[src/nfa_pkg.sv]
package nfa_pkg;

    localparam int STATES      = 16;
    localparam int SYMBOLS     = 16;
    localparam int ST_W        = $clog2(STATES);
    localparam int SY_W        = $clog2(SYMBOLS);
    localparam int CNT_W       = 5;
    localparam int TABLE_DEPTH = STATES * SYMBOLS;
    localparam int ADDR_W      = ST_W + SY_W;
    localparam int FIFO_DEPTH  = 4;
    localparam int FIFO_AW     = $clog2(FIFO_DEPTH);
    localparam int CFG_IDX_W   = 2;
    localparam int CFG_DATA_W  = 16;

    localparam logic [1:0] MODE_LOAD  = 2'd0;
    localparam logic [1:0] MODE_BEGIN = 2'd1;
    localparam logic [1:0] MODE_STEP  = 2'd2;

    localparam logic [CFG_IDX_W-1:0] CFG_STATE_COUNT   = 2'd0;
    localparam logic [CFG_IDX_W-1:0] CFG_ALPHABET_SIZE = 2'd1;
    localparam logic [CFG_IDX_W-1:0] CFG_START_STATES  = 2'd2;
    localparam logic [CFG_IDX_W-1:0] CFG_ACCEPT_STATES = 2'd3;

    typedef struct packed {
        logic [1:0]      mode;
        logic [ST_W-1:0] from_state;
        logic [SY_W-1:0] symbol;
        logic [ST_W-1:0] to_state;
    } t_item;

    typedef struct packed {
        logic              accepted;
        logic              dead;
        logic              error;
        logic [STATES-1:0] active_states;
    } t_res;

    typedef struct packed {
        logic [CNT_W-1:0]  state_count;
        logic [CNT_W-1:0]  alphabet_size;
        logic [STATES-1:0] start_states;
        logic [STATES-1:0] accept_states;
    } t_cfg;

    typedef enum logic [2:0] {
        OP_LOAD   = 3'd0,
        OP_BEGIN  = 3'd1,
        OP_STEP   = 3'd2,
        OP_KILL   = 3'd3,
        OP_REPORT = 3'd4
    } t_op;

    typedef struct packed {
        t_op             op;
        logic [ST_W-1:0] from_state;
        logic [SY_W-1:0] symbol;
        logic [ST_W-1:0] to_state;
    } t_cmd;

    function automatic logic [CNT_W-1:0] used_count(input logic [CNT_W-1:0] cnt,
                                                    input logic [CNT_W-1:0] lim);
        return (cnt > lim) ? lim : cnt;
    endfunction

    function automatic logic [STATES-1:0] valid_mask(input logic [CNT_W-1:0] ns);
        logic [STATES-1:0] m;
        for (int i = 0; i < STATES; i++) begin
            m[i] = (CNT_W'(i) < ns);
        end
        return m;
    endfunction

endpackage

[src/nfa_cmd_fifo.sv]
module nfa_cmd_fifo (
    input  logic          i_clk,
    input  logic          i_rst_n,
    input  logic          i_push,
    input  nfa_pkg::t_cmd i_data,
    input  logic          i_pop,
    output logic          o_full,
    output logic          o_empty,
    output nfa_pkg::t_cmd o_data
);
    import nfa_pkg::*;

    t_cmd               r_mem [FIFO_DEPTH];
    logic [FIFO_AW-1:0] r_wr_ptr;
    logic [FIFO_AW-1:0] n_wr_ptr;
    logic [FIFO_AW-1:0] r_rd_ptr;
    logic [FIFO_AW-1:0] n_rd_ptr;
    logic [FIFO_AW:0]   r_count;
    logic [FIFO_AW:0]   n_count;
    logic               do_push;
    logic               do_pop;

    assign o_full  = (r_count == (FIFO_AW+1)'(FIFO_DEPTH));
    assign o_empty = (r_count == '0);
    assign o_data  = r_mem[r_rd_ptr];
    assign do_push = i_push && !o_full;
    assign do_pop  = i_pop && !o_empty;

    always_comb begin
        n_wr_ptr = do_push ? r_wr_ptr + 1'b1 : r_wr_ptr;
        n_rd_ptr = do_pop ? r_rd_ptr + 1'b1 : r_rd_ptr;
        n_count  = r_count;
        if (do_push && !do_pop) begin
            n_count = r_count + 1'b1;
        end else if (do_pop && !do_push) begin
            n_count = r_count - 1'b1;
        end
    end

    always_ff @(posedge i_clk) begin
        if (!i_rst_n) begin
            r_wr_ptr <= '0;
            r_rd_ptr <= '0;
            r_count  <= '0;
        end else begin
            r_wr_ptr <= n_wr_ptr;
            r_rd_ptr <= n_rd_ptr;
            r_count  <= n_count;
        end
        if (do_push) begin
            r_mem[r_wr_ptr] <= i_data;
        end
    end

    a_count_bound: assert property (@(posedge i_clk) disable iff (!i_rst_n)
        (r_count <= (FIFO_AW+1)'(FIFO_DEPTH)))
        else $error("command queue count beyond depth");

endmodule

[config.mk]
export PLATFORM = sky130hd
export DESIGN_NAME = nfa_cmd_fifo
export DESIGN_NICKNAME = d
export VERILOG_FILES = /design/src/nfa_pkg.sv /design/src/nfa_cmd_fifo.sv
export SDC_FILE = /design/constraint.sdc
export NUM_CORES = 1
export LEC_CHECK = 0
export BUFFER_PORTS_ARGS = -buffer_cell sky130_fd_sc_hd__buf_2
export CAP_MARGIN = 20
export CELL_PAD_IN_SITES_DETAIL_PLACEMENT = 1
export CELL_PAD_IN_SITES_GLOBAL_PLACEMENT = 2
export CORE_MARGIN = 2
export CORE_UTILIZATION = 35
export DETAILED_ROUTE_END_ITERATION = 12
export GPL_ROUTABILITY_DRIVEN = 0
export PLACE_DENSITY_LB_ADDON = 0.08
export SLEW_MARGIN = 20
export SYNTH_ARGS = -nofsm -noshare
export SYNTH_HDL_FRONTEND = slang
export SYNTH_SLANG_ARGS = --single-unit
[constraint.sdc]
create_clock -name i_clk -period 2.5 [get_ports i_clk]
set_input_delay 0.125 -clock i_clk [delete_from_list [all_inputs] [get_ports i_clk]]
set_output_delay 0.125 -clock i_clk [all_outputs]
set_load 0.01 [all_outputs]
==> results of run 1 <==
cell families (layout without fill, tap and decap cells):
group | Yosys count | in the layout | share of synthesized area
flip-flops | 69 | 69 | 0.744
multiplexers | 18 | 18 | 0.138
AND/OR/NAND/NOR | 17 | 17 | 0.0380
buffers and inverters | 8 | 68 | 0.0235
adder cells (fa/ha/maj) | 6 | 6 | 0.0310
AO/OA/AOI/OAI | 4 | 4 | 0.0127
XOR/XNOR | 4 | 4 | 0.0131
metrics by stage:
| stage | power [mW] | utilization | hold WS [ps] | std cells |
|---|---|---|---|---|
| finish | 3.44 | 0.450 | 10.3 | 285 |
| floorplan | 2.07 | - | 224 | 126 |
| detailed placement | 2.33 | 0.403 | 343 | 261 |
| global route | 3.62 | 0.450 | 6.96 | 285 |
| global placement | 2.28 | 0.403 | 335 | 261 |
| CTS | 3.51 | 0.450 | 1.32 | 285 |
worst paths after layout:
path / cells after the start / endpoint / startpoint / slack (ps)
worst min-delay path: 1 / r_mem[3][4]$_DFFE_PP_ / i_data[4] / 10
worst max register to register: 8 / r_count[2]$_SDFFE_PN0P_ / r_count[0]$_SDFFE_PN0P_ / 350
worst max-delay path: 8 / r_count[2]$_SDFFE_PN0P_ / r_count[0]$_SDFFE_PN0P_ / 350
worst min register to register: 2 / r_wr_ptr[1]$_SDFFE_PN0P_ / r_wr_ptr[1]$_SDFFE_PN0P_ / 510
power by group:
part	internal [mW]	leakage [nW]	total [mW]	switching, mW
Combinational	0.408	0.415	0.782	0.375
Sequential	1.41	0.624	1.49	0.0878
Clock	0.760	0.131	1.16	0.403
Total	2.57	1.17	3.44	0.866
layout make-up:
| class | instances | share of cell area |
|---|---|---|
| inverter | 3 | 0.00341 |
| sequential | 69 | 0.601 |
| multi-input combinational | 49 | 0.188 |
| tap | 99 | 0.0375 |
| timing repair buffer | 49 | 0.0910 |
| clock inverter | 7 | 0.0417 |
| clock buffer | 9 | 0.0375 |
flip-flops by register name, indices dropped and copies added (netlist names), named ones only:
name,flops
r_wr_ptr,2
r_rd_ptr,2
r_count,3
r_mem,60
what timing repair did:
item | CTS | global route
endpoints found under the setup margin | 0 | 0
hold endpoints to repair | 29 | 0
gates resized for setup | 0 | 0
hold buffers | 8 | 0
routing by layer:
layer / global-route usage / share of wire
met5: 0 / 0
met4: 0.0707 / 0.020
met3: 0.0290 / 0.038
met2: 0.215 / 0.51
met1: 0.149 / 0.43
cell usage in the layout, fill, tap and decap left out, drive strengths merged:
| cell | n |
|---|---|
| edfxtp | 60 |
| nor3b | 1 |
| mux2i | 3 |
| clkinv | 3 |
| clkbuf | 9 |
| mux4 | 15 |
| fa | 1 |
| nor3 | 1 |
| a21boi | 1 |
| xor2 | 1 |
| o311ai | 1 |
| ha | 5 |
| inv | 3 |
| nor2b | 2 |
| xnor2 | 3 |
| nand2 | 4 |
| or3 | 1 |
| dlygate4sd3 | 8 |
| dfxtp | 9 |
| buf | 41 |
| o21ai | 1 |
| o31ai | 1 |
| bufinv | 4 |
| and2 | 8 |
worst register-to-register path, cell delays in order (launching register included):
cell,delay (ps)
dfxtp_1,490
nor3b_2,90
nor2b_1,210
ha_1,240
inv_1,70
fa_1,380
xor2_1,160
or3_1,300
a21boi_1,150
==> summary.md, run 1 <==
| Metric | Value |
|---|---|
| Status | `finished, final reports clean` |
| Num CTS Buffers | `9` |
| Die Wd | `91.3 µm` |
| Clock tree buffer depth | `2` |
| Gr usage total | `0.127` |
| TNS Setup | `0 ps` |
| Tmin final | `2150 ps` |
| RSZ-0062 raised after global routing | `false` |
| Critical Path RT | `2760 ps` |
| Number of post-CTS setup repair buffers | `0` |
| H-tree levels | `3` |
| Inserted Diodes | `0` |
| Clk root buf | `clkbuf_8` |
| Post-Syn Instances | `126` |
| Initial core utilization | `0.364` |
| Initial antenna violation count | `0` |
| Period utilisation layout | `0.861` |
| Number of flops mapped to enable cells by yosys | `60` |
| Gr ovfl total | `0` |
| Post-synthesis async set-or-reset flop share | `0` |
| Total wire length | `4760 µm` |
| Layout Skew | `4.53 ps` |
| Buf+Inv Stages, Crit Path | `1` |
| Syn Area/Cell | `21.2 µm²` |
| Crit-path leading delay family | `adder cells` |
| Post-synthesis sequential element count | `69` |
| Critical-path maximum fanout | `6` |
| Die Area | `8330 µm²` |
| DRC viols | `0` |
| Area of the multi-input gates | `621 µm²` |
| # IOs | `36` |
| Fin area | `3300 µm²` |
| Final Worst Setup Slack | `347 ps` |
| Syn_nets | `151` |
| Synth top cells by count | `edfxtp_1, mux4_2, dfxtp_1` |
| Static leakage | `1.17 nW` |
| Area contributors post-synth | `edfxtp_1, mux4_2, dfxtp_1` |
| Core Box Area | `7330 µm²` |
| DR pass1 iterations | `4` |
| Max-cap violations | `0` |
| Clock tree from TritonCTS | `built` |
| Worst path cell trace | `nor3b_2, nor2b_1, ha_1, inv_1, fa_1, xor2_1, or3_1, a21boi_1` |
| # rows | `31` |
| Placement Cell Area | `2960 µm²` |
| Synth top area share | `0.676` |
| Largest net degree at the start of global routing | `16` |
| Detailed placement HPWL | `3140 µm` |
| Clock sink count | `69` |
| Max Clk Rate | `0.464 GHz` |
| Post-route ant nets | `0` |
| Top FF cell, synth | `edfxtp_1` |
| Arrival time at the worst endpoint | `2410 ps` |
| Final Hold Viols | `0` |
| Reg area | `1980 µm²` |
| Worst slack at placement | `365 ps` |
| Clk_lat worst skew | `330 ps` |
| Via count | `1340` |
| Area growth from synthesis to layout | `23.8%` |
| Vias/cell | `4.70` |
| Critical Setup Path Class | `flip-flop to flip-flop` |
| Syn Std Cell Area | `2670 µm²` |
| Yosys top cell by area | `edfxtp_1` |
| WL per Instance | `16.7 µm` |
| Critical path's largest stage delay | `490 ps` |
| First-pass GRT wire length | `7760 µm` |
| Iter 0 DRT Violations | `89` |
| Slew headroom | `0.483` |
| Number of global-route vias before repair | `1439` |
| Fin. max-slew vios | `0` |
| Worst slew pin tran | `775 ps` |
| VDD IR-drop max | `0.389 mV` |
| # port buffers | `35` |
| Post-synthesis sequential area ratio | `0.744` |
| Fillers | `703` |
| Nets | `206` |
| PwrDens | `1040 nW/µm²` |
| Hold Crit Class | `input port to flip-flop` |
| Die height | `91.3 µm` |
| Clk pin slew, worst setup/hold paths | `70 ps` |
| Final setup viols | `0` |
| Netlist cell types | `23` |
| Crit-path slowest cell | `dfxtp_1` |
| Count leader, synth | `edfxtp_1` |
| Proportion of layout cells with a drive suffix above 1 | `0.392` |
| CP Capture Type | `flip-flop` |
| Crit start category | `flip-flop` |
| Synth warn | `0` |
Power figures use the tool's default switching activity.
==> run 2, diff against run 1 <==
- CORE_UTILIZATION: 35 -> 40
==> summary.md, run 2 (synthesis gave the netlist of run 1 again) <==
| Metric | Value |
|---|---|
| Critical Path RT | `2760 ps (about the same)` |
| Clk root buf | `clkbuf_8` |
| Num CTS Buffers | `9 (unchanged)` |
| Area growth from synthesis to layout | `21.1%` |
| WL per Instance | `17.6 µm (+5.7%)` |
| Layout Skew | `7.51 ps (+2.99 ps)` |
| R2R Path Start | `r_count[0]$_SDFFE_PN0P_` |
| Clock tree from TritonCTS | `built` |
| Placement Cell Area | `2940 µm² (-0.68%)` |
| Clk_lat worst skew | `330 ps (about the same)` |
| PwrDens | `973 nW/µm² (-6.7%)` |
| Crit start category | `flip-flop` |
| Most common cell after layout, fill and taps aside | `edfxtp_1` |
| Final setup viols | `0 (unchanged)` |
| Via count | `1314 (-1.9%)` |
| Post-route ant nets | `0 (unchanged)` |
| Inserted Diodes | `0 (unchanged)` |
| Die Area | `7330 µm² (-12%)` |
| Fin area | `3230 µm² (-2.2%)` |
| R2R Setup Slk | `400 ps (+50 ps)` |
| Core Box Area | `6390 µm² (-13%)` |
| Period utilisation layout | `0.840 (-0.0213)` |
| Placed Cells | `240 (-8.0%)` |
| Most frequent cells in the layout | `edfxtp_1, buf_2, mux4_2, dlygate4sd3_1` |
| # rows | `29 (-6.5%)` |
| Worst path cell trace | `nor3b_2, nor2b_1, ha_1, inv_1, fa_1, xor2_1, or3_1, a21boi_1` |
| Initial antenna violation count | `0 (unchanged)` |
| Detailed placement HPWL | `3070 µm (-2.2%)` |
| Top flop regs | `r_mem x60, r_count x3` |
| Reg2Reg Depth | `8 (unchanged)` |
| Static leakage | `1.15 nW (-1.4%)` |
| Tmin final | `2100 ps (-53.2 ps)` |
| Die Wd | `85.6 µm (-6.2%)` |
| # port buffers | `35 (unchanged)` |
| Initial core utilization | `0.417 (+0.0538)` |
| Nets | `209 (+1.5%)` |
| Critical-path maximum fanout | `6 (unchanged)` |
| Hold_sp | `i_data[5]` |
| Critical path's largest stage delay | `490 ps (about the same)` |
| Cell Count, Final, Fillers Out | `266 (-6.7%)` |
| Hold Crit Class | `input port to flip-flop` |
| Hold Path Depth | `1 (unchanged)` |
| CP Launch Point | `r_count[0]$_SDFFE_PN0P_` |
| Number of post-CTS setup repair buffers | `0 (unchanged)` |
| Largest net degree at the start of global routing | `16 (unchanged)` |
| Clk pin slew, worst setup/hold paths | `70 ps (about the same)` |
| CP Capture Type | `flip-flop` |
| DR pass1 iterations | `4 (unchanged)` |
| Cts repair resizes | `0 (unchanged)` |
| Critical R2R Capture | `r_count[2]$_SDFFE_PN0P_` |
| Clock tree buffer depth | `2 (unchanged)` |
| Slew headroom | `0.459 (-0.0232)` |
| First-pass GRT wire length | `7690 µm (-0.89%)` |
| Most flop-heavy register | `r_mem` |
| TNS Setup | `0 ps (unchanged)` |
| Iter 0 DRT Violations | `98 (+10%)` |
| Max Clk Rate | `0.476 GHz (+2.5%)` |
| Gr usage total | `0.144 (+0.0163)` |
| Worst hold endpoint | `r_mem[1][5]$_DFFE_PP_` |
| Hold Buf Count CTS | `10 (+2)` |
| Number of global-route vias before repair | `1456 (+1.2%)` |
| Final Hold Viols | `0 (unchanged)` |
| Die height | `85.6 µm (-6.2%)` |
| Fin. max-slew vios | `0 (unchanged)` |
| Crit-path slowest cell | `dfxtp_1` |
| H-tree levels | `3 (unchanged)` |
| Arrival time at the worst endpoint | `2360 ps (-50 ps)` |
| Number of flip-flops under the largest register name | `60 (unchanged)` |
| Critical Setup Path Class | `flip-flop to flip-flop` |
| Worst slew pin tran | `810 ps (+34.7 ps)` |
| Total wire length | `4690 µm (-1.4%)` |
| Gr ovfl total | `0 (unchanged)` |
| Vias/cell | `4.94 (+5.1%)` |
| Status | `finished, final reports clean` |
| Proportion of layout cells with a drive suffix above 1 | `0.392 (-0.000939)` |
| DRC viols | `0 (unchanged)` |
| RSZ-0062 raised after global routing | `false` |
| # IOs | `36 (unchanged)` |
| Max-cap violations | `0 (unchanged)` |
| VDD IR-drop max | `0.416 mV (+6.9%)` |
| Clock sink count | `69 (unchanged)` |
==> run 2: changes by cell type in the layout (fill, tap and decap cells not counted) <==
cell | previous run | this run
bufinv_16 | 4 | 1
clkinv_2 | 1 | 3
dlygate4sd3_1 | 8 | 10
buf_4 | 6 | 7
clkinv_4 | 1 | 2
==> run 2: worst max-delay path, delay by kind of cell (launching register included) <==
family,cells,cell delay [ps]
and+or+nand+nor,3,580
DFF,1,490
xor gates and xnor gates,1,160
AOI/OAI and AO/OA,1,140
buffers and inverters,1,70
adders and majority gates,2,600
==> run 2: how the worst max path moves through the flow <==
stage                              end  slack, ps  cells after the start
3_5_place_dp   r_count[2]$_SDFFE_PN0P_        410                      8
5_1_grt        r_count[2]$_SDFFE_PN0P_        220                      8
4_1_cts        r_count[2]$_SDFFE_PN0P_        380                      8
3_3_place_gp   r_count[2]$_SDFFE_PN0P_        540                      7
2_1_floorplan  r_count[2]$_SDFFE_PN0P_        460                      9
6_report       r_count[2]$_SDFFE_PN0P_        400                      8
==> run 2: metrics by stage <==
stage	power, mW	util	hold slack, ps	worst slack [ps]
finish	3.14	0.505	12.5	400
global route	3.32	0.505	12.5	216
CTS	3.20	0.505	0.650	384
detailed placement	2.32	0.460	346	414
global placement	2.29	0.460	334	536
floorplan	2.07	-	224	464
==> run 2: area by class of cell <==
| cell class | instances | area, µm² |
|---|---|---|
| clock buffers | 9 | 124 |
| inverters | 3 | 11.3 |
| well taps | 77 | 96.3 |
| fillers | 616 | 3160 |
| repair buffers | 52 | 328 |
| multi-input cells | 49 | 621 |
| flip-flops and latches | 69 | 1980 |
| clock inverters | 7 | 66.3 |
==> run 2: power breakdown <==
part / switching (mW) / internal (mW) / total [mW]
logic: 0.366 / 0.419 / 0.784
registers: 0.0929 / 1.41 / 1.50
clock network: 0.401 / 0.455 / 0.855
total: 0.859 / 2.28 / 3.14
==> run 2: metal layers <==
layer	GRT usage	wire length, µm
met5	0	0
met4	0.0779	87
met3	0.0298	163
met2	0.239	2470
met1	0.175	1970
