File: src/nfa_pkg.sv
package nfa_pkg;

    localparam int STATES      = 16;
    localparam int SYMBOLS     = 16;
    localparam int ST_W        = $clog2(STATES);
    localparam int SY_W        = $clog2(SYMBOLS);
    localparam int CNT_W       = 5;
    localparam int TABLE_DEPTH = STATES * SYMBOLS;
    localparam int ADDR_W      = ST_W + SY_W;
    localparam int FIFO_DEPTH  = 4;
    localparam int FIFO_AW     = $clog2(FIFO_DEPTH);
    localparam int CFG_IDX_W   = 2;
    localparam int CFG_DATA_W  = 16;

    localparam logic [1:0] MODE_LOAD  = 2'd0;
    localparam logic [1:0] MODE_BEGIN = 2'd1;
    localparam logic [1:0] MODE_STEP  = 2'd2;

    localparam logic [CFG_IDX_W-1:0] CFG_STATE_COUNT   = 2'd0;
    localparam logic [CFG_IDX_W-1:0] CFG_ALPHABET_SIZE = 2'd1;
    localparam logic [CFG_IDX_W-1:0] CFG_START_STATES  = 2'd2;
    localparam logic [CFG_IDX_W-1:0] CFG_ACCEPT_STATES = 2'd3;

    typedef struct packed {
        logic [1:0]      mode;
        logic [ST_W-1:0] from_state;
        logic [SY_W-1:0] symbol;
        logic [ST_W-1:0] to_state;
    } t_item;

    typedef struct packed {
        logic              accepted;
        logic              dead;
        logic              error;
        logic [STATES-1:0] active_states;
    } t_res;

    typedef struct packed {
        logic [CNT_W-1:0]  state_count;
        logic [CNT_W-1:0]  alphabet_size;
        logic [STATES-1:0] start_states;
        logic [STATES-1:0] accept_states;
    } t_cfg;

    typedef enum logic [2:0] {
        OP_LOAD   = 3'd0,
        OP_BEGIN  = 3'd1,
        OP_STEP   = 3'd2,
        OP_KILL   = 3'd3,
        OP_REPORT = 3'd4
    } t_op;

    typedef struct packed {
        t_op             op;
        logic [ST_W-1:0] from_state;
        logic [SY_W-1:0] symbol;
        logic [ST_W-1:0] to_state;
    } t_cmd;

    function automatic logic [CNT_W-1:0] used_count(input logic [CNT_W-1:0] cnt,
                                                    input logic [CNT_W-1:0] lim);
        return (cnt > lim) ? lim : cnt;
    endfunction

    function automatic logic [STATES-1:0] valid_mask(input logic [CNT_W-1:0] ns);
        logic [STATES-1:0] m;
        for (int i = 0; i < STATES; i++) begin
            m[i] = (CNT_W'(i) < ns);
        end
        return m;
    endfunction

endpackage

File: src/nfa_front.sv
module nfa_front (
    input  logic          i_clk,
    input  logic          i_rst_n,
    input  logic          i_push,
    input  nfa_pkg::t_item i_item,
    input  nfa_pkg::t_cfg i_cfg,
    input  logic          i_q_full,
    output logic          o_full,
    output logic          o_q_push,
    output nfa_pkg::t_cmd o_q_cmd
);
    import nfa_pkg::*;

    logic             r_valid;
    logic             n_valid;
    t_cmd             r_cmd;
    t_cmd             n_cmd;
    t_cmd             cls;
    logic [CNT_W-1:0] ns;
    logic [CNT_W-1:0] na;
    logic             bad_from;
    logic             bad_to;
    logic             bad_sym;

    assign ns       = used_count(i_cfg.state_count, CNT_W'(STATES));
    assign na       = used_count(i_cfg.alphabet_size, CNT_W'(SYMBOLS));
    assign bad_from = !({1'b0, i_item.from_state} < ns);
    assign bad_to   = !({1'b0, i_item.to_state} < ns);
    assign bad_sym  = !({1'b0, i_item.symbol} < na);

    always_comb begin
        cls.from_state = i_item.from_state;
        cls.symbol     = i_item.symbol;
        cls.to_state   = i_item.to_state;
        unique case (i_item.mode)
            MODE_LOAD: begin
                cls.op = (bad_from || bad_to || bad_sym) ? OP_REPORT : OP_LOAD;
            end
            MODE_BEGIN: begin
                cls.op = OP_BEGIN;
            end
            MODE_STEP: begin
                cls.op = bad_sym ? OP_KILL : OP_STEP;
            end
            default: begin
                cls.op = OP_REPORT;
            end
        endcase
    end

    assign o_full   = r_valid && i_q_full;
    assign o_q_push = r_valid && !i_q_full;
    assign o_q_cmd  = r_cmd;

    always_comb begin
        n_valid = r_valid;
        n_cmd   = r_cmd;
        if (i_push && !o_full) begin
            n_valid = 1'b1;
            n_cmd   = cls;
        end else if (o_q_push) begin
            n_valid = 1'b0;
        end
    end

    always_ff @(posedge i_clk) begin
        if (!i_rst_n) begin
            r_valid <= 1'b0;
        end else begin
            r_valid <= n_valid;
        end
        r_cmd <= n_cmd;
    end

endmodule

File: config.mk
export PLATFORM = sky130hd
export DESIGN_NAME = nfa_front
export DESIGN_NICKNAME = d
export VERILOG_FILES = /design/src/nfa_pkg.sv /design/src/nfa_front.sv
export SDC_FILE = /design/constraint.sdc
export NUM_CORES = 1
export LEC_CHECK = 0
export BUFFER_PORTS_ARGS = -buffer_cell sky130_fd_sc_hd__buf_2
export CAP_MARGIN = 20
export CORE_MARGIN = 3
export CORE_UTILIZATION = 39
export DETAILED_ROUTE_END_ITERATION = 10
export GPL_TIMING_DRIVEN = 0
export PLACE_DENSITY = 0.8
export SLEW_MARGIN = 20
export SYNTH_ARGS = -nofsm -noshare
export SYNTH_HDL_FRONTEND = slang
export SYNTH_SLANG_ARGS = --single-unit
File: constraint.sdc
create_clock -name i_clk -period 5.4 [get_ports i_clk]
set_input_delay 1.08 -clock i_clk [delete_from_list [all_inputs] [get_ports i_clk]]
set_output_delay 1.08 -clock i_clk [all_outputs]
set_load 0.02 [all_outputs]
==> results of run 1 <==
## metrics by stage
| step | hold WS (ps) | setup slack (ps) |
|---|---|---|
| 2_1_floorplan | 713.0 | 2827 |
| 3_3_place_gp | 571.5 | 2642 |
| 3_5_place_dp | 623.7 | 2609 |
| 4_1_cts | 648.3 | 2792 |
| 5_1_grt | 691.0 | 2771 |
| 6_report | 645.3 | 2793 |
## worst max path at each step
stage / to / start / slack (ps)
3_3_place_gp: o_q_cmd[14] / i_cfg[41] / 2640
2_1_floorplan: o_q_cmd[14] / i_cfg[41] / 2830
6_report: o_full / i_q_full / 2790
3_5_place_dp: o_q_cmd[14] / i_cfg[41] / 2610
5_1_grt: o_full / i_q_full / 2770
4_1_cts: o_full / i_q_full / 2790
## cell usage after synthesis, drive strengths merged
master	number	share of area, %
nor3	2	1.2
dfxtp	1	2.4
inv	2	0.90
and2	1	0.75
o21ai	1	0.60
a21oi	1	0.60
a2111oi	2	4.4
nand2b	9	6.8
a21o	2	1.8
o32ai	1	1.1
a211o	1	1.1
nand3	1	0.60
nor4	2	1.5
nor2b	3	2.3
nor2	1	0.45
o21a	1	0.90
ha	12	18
nand2	1	0.45
edfxtp	15	54
## worst register-to-register path: cells and delay by family (launching register included)
family / cells / cell delay (ps)
and+or+nand+nor: 2 / 740
DFF: 1 / 310
## flip-flops by register name, summed over array words and instances (netlist names)
signal and cells:
o_q_cmd 15, r_valid 1
## routing by layer
metal | track usage [%] | vias to the layer above
li1 | - | 324
met1 | 14.88 | 280
met2 | 22.38 | 32
met3 | 2.865 | 2
met4 | 7.660 | 0
met5 | 0 | -
## logic make-up after synthesis
group	Yosys count
DFF	16
AOI/OAI and AO/OA	9
buffers and inverters	2
adders and majority gates	12
and+or+nand+nor	20
## final cells by class
cell class	count	area (um^2)	share of cell area [%]
sequential	16	470.5	41.87
multi-input combinational	41	355.3	31.63
timing repair buffer	44	220.2	19.60
clock buffer	4	36.28	3.229
tap	27	33.78	3.007
inverter	2	7.507	0.6682
## power by group
group	total [mW]	switching, mW	internal, mW
registers	0.147	0.00172	0.145
logic	0.0566	0.0319	0.0247
clock network	0.0770	0.0360	0.0410
total	0.280	0.0696	0.211
==> flow_summary.ini, run 1 <==
[run_status]
outcome = finished clean

[worst_setup_path]
max_stage_delay_ps = 180
reg2reg_slack_ps = 3980
crit_path_top_delay_cell = and2_1
crit_type = in2out
path_buf_inv = 2
r2r_start = r_valid
cpLargestDelayFamily = buffers and inverters
end_kind = output pin
cp-start-kind = primary input
cp.required_ps = 4320
ff2ff_path_depth = 2
path_max_fanout = 3
crit_cells = 3
r2r-end = o_q_cmd[12]
cpMostUsedCell = buf_2
cp_cell_sequence = buf_2, and2_1, buf_2
arrival_ps = 1530

[finish]
area_growth_pct = 35.24
n_fill_cell = 174
layout_commonest_cell = buf_2
fin_nets = 180
diodes = 0
fin_cells = 134
stdcell_area_mm2 = 0.001124
postLayoutCoreUtil_pct = 56.69
drive_gt1_share_pct = 46.73
final_cell_mix = buf_2, edfxtp_1, ha_1

[global_routing]
grt_pass1_wl_um = 2594
grt_usage_pct = 13.11
grt_overflow = 0
antenna_found_initial = 0
grt_max_degree = 16
first_global_vias = 635

[yosys]
synth_compound_area_share_pct = 10.39
synthAdderAreaFrac_pct = 18.07
synth_top_family_by_area = adder cells
synth_warnings = 0
syn-num-nets = 131
seq_area_frac_synth_pct = 56.63
synthXorXnorAreaFrac_pct = 0
synthCells = 59
yosys_register_bits = 16
synth-simple-area-share_pct = 14.01
syn-cell-area_um2 = 830.8
muxShareOfSynthArea_pct = 0
synth_cell_types = 20
synth_area_per_cell_um2 = 14.08

[clock_network]
worst_skew_pair.late_latency_ps = 280
cts_buffers = 3
htreeDepth = 1
postCtsHoldBufs = 0
cts_resized = 0
cts_tree = yes
postCtsSetupBuffers = 0
cts-root-buf = clkbuf_4
clockBufferDepth = 2
cts_sinks = 16
clk_pin_slew_ps = 90

[die]
placementRows = 16
initial_utilization_pct = 41.92
num_io_pins = 77
core-area_mm2 = 0.001982
die_y_um = 52.16
die-area_mm2 = 0.002720
die_x_um = 52.16

[place]
dpl.cell_count = 130
place_area_mm2 = 0.001087
port_buffers = 44
hpwl_um = 1371
routabilityCongestion = 0.7242

[routing]
first_pass_iters = 4
wl_met3_um = 179
top_layer = met4
dr_total_vias = 638
drt-initial-drc-count = 4
wl_per_cell_um = 12.40
wl_met1_um = 638
ant_nets = 0
wl_um = 1661
vias_per_cell = 4.761
wl_met2_um = 833
drc_errors = 0

[timing]
hold_violations = 0
slew_violations = 0
worst_pin_slew_ps = 717.4
period_minus_slack_ps = 2607
setup_tns_ps = 0
skew_ps = 4.179
rsz0062_at_grt = false
relSlewSlack_pct = 51.96
setup_viol = 0
period_share_pct = 48.27
fmax_ghz = 0.3836

[min_path]
hold_start = r_valid
hold_end = r_valid
hold-path-cell-count = 2
hp-class = reg2reg

[job]
drv_cap = 0

[pwr]
power_mw = 0.2801
leakagePower_nw = 0.5167
powerDensity_mw_per_mm2 = 249.3
ir_drop_v = 0.00008802
(Power assumes the default switching activity.)
==> run 2, diff against run 1 <==
Settings changed: CORE_UTILIZATION 39 to 36, PLACE_DENSITY 0.8 to 0.75.
Clock period 5.4 ns to 2.7 ns, I/O delays scaled along.
==> flow_summary.ini, run 2 (synthesized netlist as in run 1, its figures left out) <==
[die]
die_y_um = 54.04
placementRows = 16
num_io_pins = 77
initial_utilization_pct = 40.29
die-area_mm2 = 0.002920
die_x_um = 54.04
core-area_mm2 = 0.002062

[worst_setup_path]
reg2reg_slack_ps = 1290
end_kind = flop
path_max_fanout = 5
r2r-end = o_q_cmd[13]
arrival_ps = 1990
cp-start-kind = primary input
r2r_start = r_valid
crit_type = in2reg
ff2ff_path_depth = 2
cp.required_ps = 2740

[clock_network]
postCtsSetupBuffers = 0
clk_pin_slew_ps = 90
postCtsHoldBufs = 0
cts_buffers = 3
htreeDepth = 1
cts_resized = 0
cts_tree = yes
cts-root-buf = clkbuf_4
clockBufferDepth = 2
worst_skew_pair.late_latency_ps = 280
cts_sinks = 16

[timing]
hold_violations = 0
worst_pin_slew_ps = 714.7
timing.final.ws_setup_ps = 748.5
period_share_pct = 72.28
skew_ps = 5.299
period_minus_slack_ps = 1951
fmax_ghz = 0.5124
hold_ws_ps = 447.8
setup_tns_ps = 0
relSlewSlack_pct = 52.14
setup_viol = 0
rsz0062_at_grt = false
slew_violations = 0

[routing]
vias_per_cell = 4.739
first_pass_iters = 4
dr_total_vias = 635
ant_nets = 0
drc_errors = 0
drt-initial-drc-count = 8
wl_per_cell_um = 11.47
wl_um = 1537

[global_routing]
grt_max_degree = 16
grt_usage_pct = 10.42
grt_pass1_wl_um = 2194
grt_overflow = 0
first_global_vias = 538
antenna_found_initial = 0

[min_path]
hp-class = in2reg
hold_start = i_item[0]
hold_end = o_q_cmd[0]
hold-path-cell-count = 1

[finish]
drive_gt1_share_pct = 46.73
area_growth_pct = 35.24
layout_commonest_cell = buf_2
fin_nets = 180
n_fill_cell = 171
final_cell_mix = buf_2, edfxtp_1, ha_1
diodes = 0
largest_reg_flops = 15

[pwr]
powerDensity_mw_per_mm2 = 496.4
ir_drop_v = 0.0001987
power_mw = 0.5577
leakagePower_nw = 0.5167

[place]
hpwl_um = 1312
place_ws_ps = 438.2
port_buffers = 44
routabilityCongestion = 0.7051

[run_status]
outcome = finished clean

[job]
drv_cap = 0
run 2: cell counts in the layout (fill, tap and decap cells not counted):
Identical to the previous run, type by type.
run 2: power by group:
group	internal, mW	switching, mW	leakage (nW)
Clock	0.0819	0.0701	0.0210
Combinational	0.0496	0.0636	0.342
Sequential	0.290	0.00297	0.154
Total	0.421	0.137	0.517
run 2: worst max path at each step:
stage / startpoint / depth (start not counted) / slack (ps) / to
2_1_floorplan: i_cfg[41] / 6 / 670 / o_q_cmd[14]
3_3_place_gp: i_cfg[41] / 7 / 480 / o_q_cmd[14]
3_5_place_dp: i_cfg[41] / 7 / 440 / o_q_cmd[14]
4_1_cts: i_cfg[41] / 7 / 750 / o_q_cmd[14]
5_1_grt: i_cfg[41] / 7 / 700 / o_q_cmd[14]
6_report: i_cfg[41] / 7 / 750 / o_q_cmd[14]
run 2: final cells by class:
cell class | instances | area [um^2] | share of cell area [%]
well taps | 27 | 33.78 | 3.007
clock buffers | 4 | 36.28 | 3.229
inverters | 2 | 7.507 | 0.6682
multi-input cells | 41 | 355.3 | 31.63
flip-flops and latches | 16 | 470.5 | 41.87
repair buffers | 44 | 220.2 | 19.60
run 2: per-stage QoR:
stage	util, %	cells	area [um^2]
after CTS	54.49	134	1124
after global routing	54.49	134	1124
final	54.49	134	1124
after global placement	52.61	130	1085
after detailed placement	52.73	130	1087
after floorplan	-	59	830.8
run 2: worst max-delay path, stage by stage:
cell and delay [ps]:
buf_2 120, nand2b_1 160, ha_1 290, a21o_1 190, a2111oi_4 340, nor4_1 80, a211o_1 270
run 2: per-layer routing:
metal / vias up / GRT usage, % / share of wire, %
li1: 323 / - / -
met1: 284 / 12.71 / 39
met2: 28 / 17.54 / 51
met3: 0 / 1.939 / 10
met4: 0 / 4.979 / 0
met5: - / 0 / 0
==> run 3, diff against run 2 <==
Settings changed: ABC_AREA from default to 1, CORE_UTILIZATION 36 to 38, PLACE_DENSITY 0.75 to 0.76.
Clock period 2.7 ns to 1.8 ns, I/O delays scaled along.
==> flow_summary.ini, run 3 <==
[timing]
relSlewSlack_pct = 54.47
skew_ps = 8.483
hold_violations = 0
fmax_ghz = 0.5833
slew_violations = 0
setup_viol = 0
rsz0062_at_grt = false
timing.final.ws_setup_ps = 85.47
period_minus_slack_ps = 1715
worst_pin_slew_ps = 682.2
hold_ws_ps = 262.0
period_share_pct = 95.25

[worst_setup_path]
ff2ff_path_depth = 3
cp.required_ps = 1840
reg2reg_slack_ps = 470
end_kind = flop
crit_type = in2reg
arrival_ps = 1750
r2r_start = r_valid
cp-start-kind = primary input
path_max_fanout = 3
crit_end = o_q_cmd[14]
r2r-end = o_q_cmd[13]
startpoint = i_cfg[40]

[die]
num_io_pins = 77
die_y_um = 55.03
placementRows = 17
initial_utilization_pct = 40.51
core-area_mm2 = 0.002255
die_x_um = 55.03
die-area_mm2 = 0.003028

[yosys]
seq_area_frac_synth_pct = 51.51
synth_warnings = 0
yosys_register_bits = 16
yosysTopAreaCellShare_pct = 49.32
synth_area_per_cell_um2 = 9.614
synthCells = 95
synth_common_cells = nand2_1, edfxtp_1, ha_1, inv_1, nor2_1
ys.flop_type = edfxtp_1
syn-num-nets = 167
yosysTopAreaCell = edfxtp_1
synth_area_leaders = edfxtp_1, ha_1, nand2_1
synth_edf_count = 15
synth_most_common_cell = nand2_1
syn-cell-area_um2 = 913.4
async_reset_ff_share_pct = 0
synth_cell_types = 15

[global_routing]
grt_max_degree = 16
first_global_vias = 685
grt_pass1_wl_um = 2490
grt_overflow = 0
grt_usage_pct = 11.59
antenna_found_initial = 0

[min_path]
hold-path-cell-count = 1
hp-class = in2reg

[clock_network]
htreeDepth = 1
cts_buffers = 3
worst_skew_pair.late_latency_ps = 280
postCtsSetupBuffers = 0
clk_pin_slew_ps = 80
cts_sinks = 16
postCtsHoldBufs = 0
cts_tree = yes
clockBufferDepth = 2
cts_resized = 0
cts-root-buf = clkbuf_4

[run_status]
outcome = finished clean

[finish]
area_growth_pct = 41.23
multi_input_area_um2 = 473.0
drive_gt1_share_pct = 47.55
layout_commonest_cell = buf_2
n_fill_cell = 179
diodes = 0
largest_reg_flops = 15
final_cell_mix = buf_2, nand2_1, edfxtp_1
stdcell_area_mm2 = 0.001290
ff_latch_area_um2 = 470.5
postLayoutCoreUtil_pct = 57.21
fin_nets = 216

[pwr]
leakagePower_nw = 0.6286
p_switching_mw = 0.2307
swShare_pct = 27.43
power_frac_clock_pct = 21.9
ir_drop_v = 0.0003917
powerDensity_mw_per_mm2 = 652.0
power_frac_seq_pct = 52.2
power_mw = 0.8411
comb_power_share_pct = 25.9
internal_power_mw = 0.6104

[routing]
wl_um = 2043
drc_errors = 0
dr_total_vias = 793
first_pass_iters = 4
ant_nets = 0
vias_per_cell = 4.637
drt-initial-drc-count = 11
wl_per_cell_um = 11.95

[place]
hpwl_um = 1524
place_area_mm2 = 0.001169
place_ws_ps = -238.5
routabilityCongestion = 0.7416
port_buffers = 44

[job]
drv_cap = 0
[run 3: how the worst min path moves through the flow]
stage	start	endpoint	slack, ps
final	i_item[8]	o_q_cmd[8]	260
after global routing	i_item[10]	o_q_cmd[10]	250
after CTS	i_item[8]	o_q_cmd[8]	260
after detailed placement	r_valid	r_valid	520
after global placement	r_valid	r_valid	470
after floorplan	i_item[0]	o_q_cmd[0]	460
[run 3: layout make-up]
| cell class | instances | area share [%] |
|---|---|---|
| timing repair buffer | 44 | 18.04 |
| clock buffer | 4 | 2.037 |
| multi-input combinational | 65 | 36.66 |
| sequential | 16 | 36.47 |
| inverter | 14 | 4.074 |
| tap | 28 | 2.716 |
[run 3: critical path: stages]
cell,delay [ps]
buf_6,110
nor4_4,250
or2_4,190
nand2_4,80
ha_4,260
inv_2,40
nor2_1,30
nand2_1,70
nor2_2,40
nor2_2,110
nand3_2,70
nor2_2,110
nor2_2,40
[run 3: per-stage QoR]
step | std cells | setup TNS [ps]
floorplan | 95 | 0
global placement | 167 | -179.6
detailed placement | 167 | -460.1
CTS | 171 | 0
global route | 171 | 0
finish | 171 | 0
[run 3: power groups by stage]
stage               Clock (mW)  Sequential (mW)  Combinational, mW
global placement             0            0.447              0.178
floorplan                    0            0.476             0.0827
CTS                      0.189            0.440              0.187
global route             0.212            0.442              0.245
finish                   0.184            0.439              0.218
detailed placement           0            0.448              0.186
[run 3: cells by family after synthesis]
group           Yosys count  synth area share (%)
buf+inv                  14                 5.753
fa+ha+maj                12                 16.44
simple gates             51                 24.93
compound gates            2                 1.370
flops                    16                 51.51
[run 3: per-layer routing]
| layer | global-route usage [%] | up-vias | wire (um) |
|---|---|---|---|
| li1 | - | 406 | - |
| met1 | 10.80 | 345 | 718 |
| met2 | 23.23 | 35 | 1117 |
| met3 | 0.8043 | 7 | 141 |
| met4 | 8.097 | 0 | 67 |
| met5 | 0 | - | 0 |
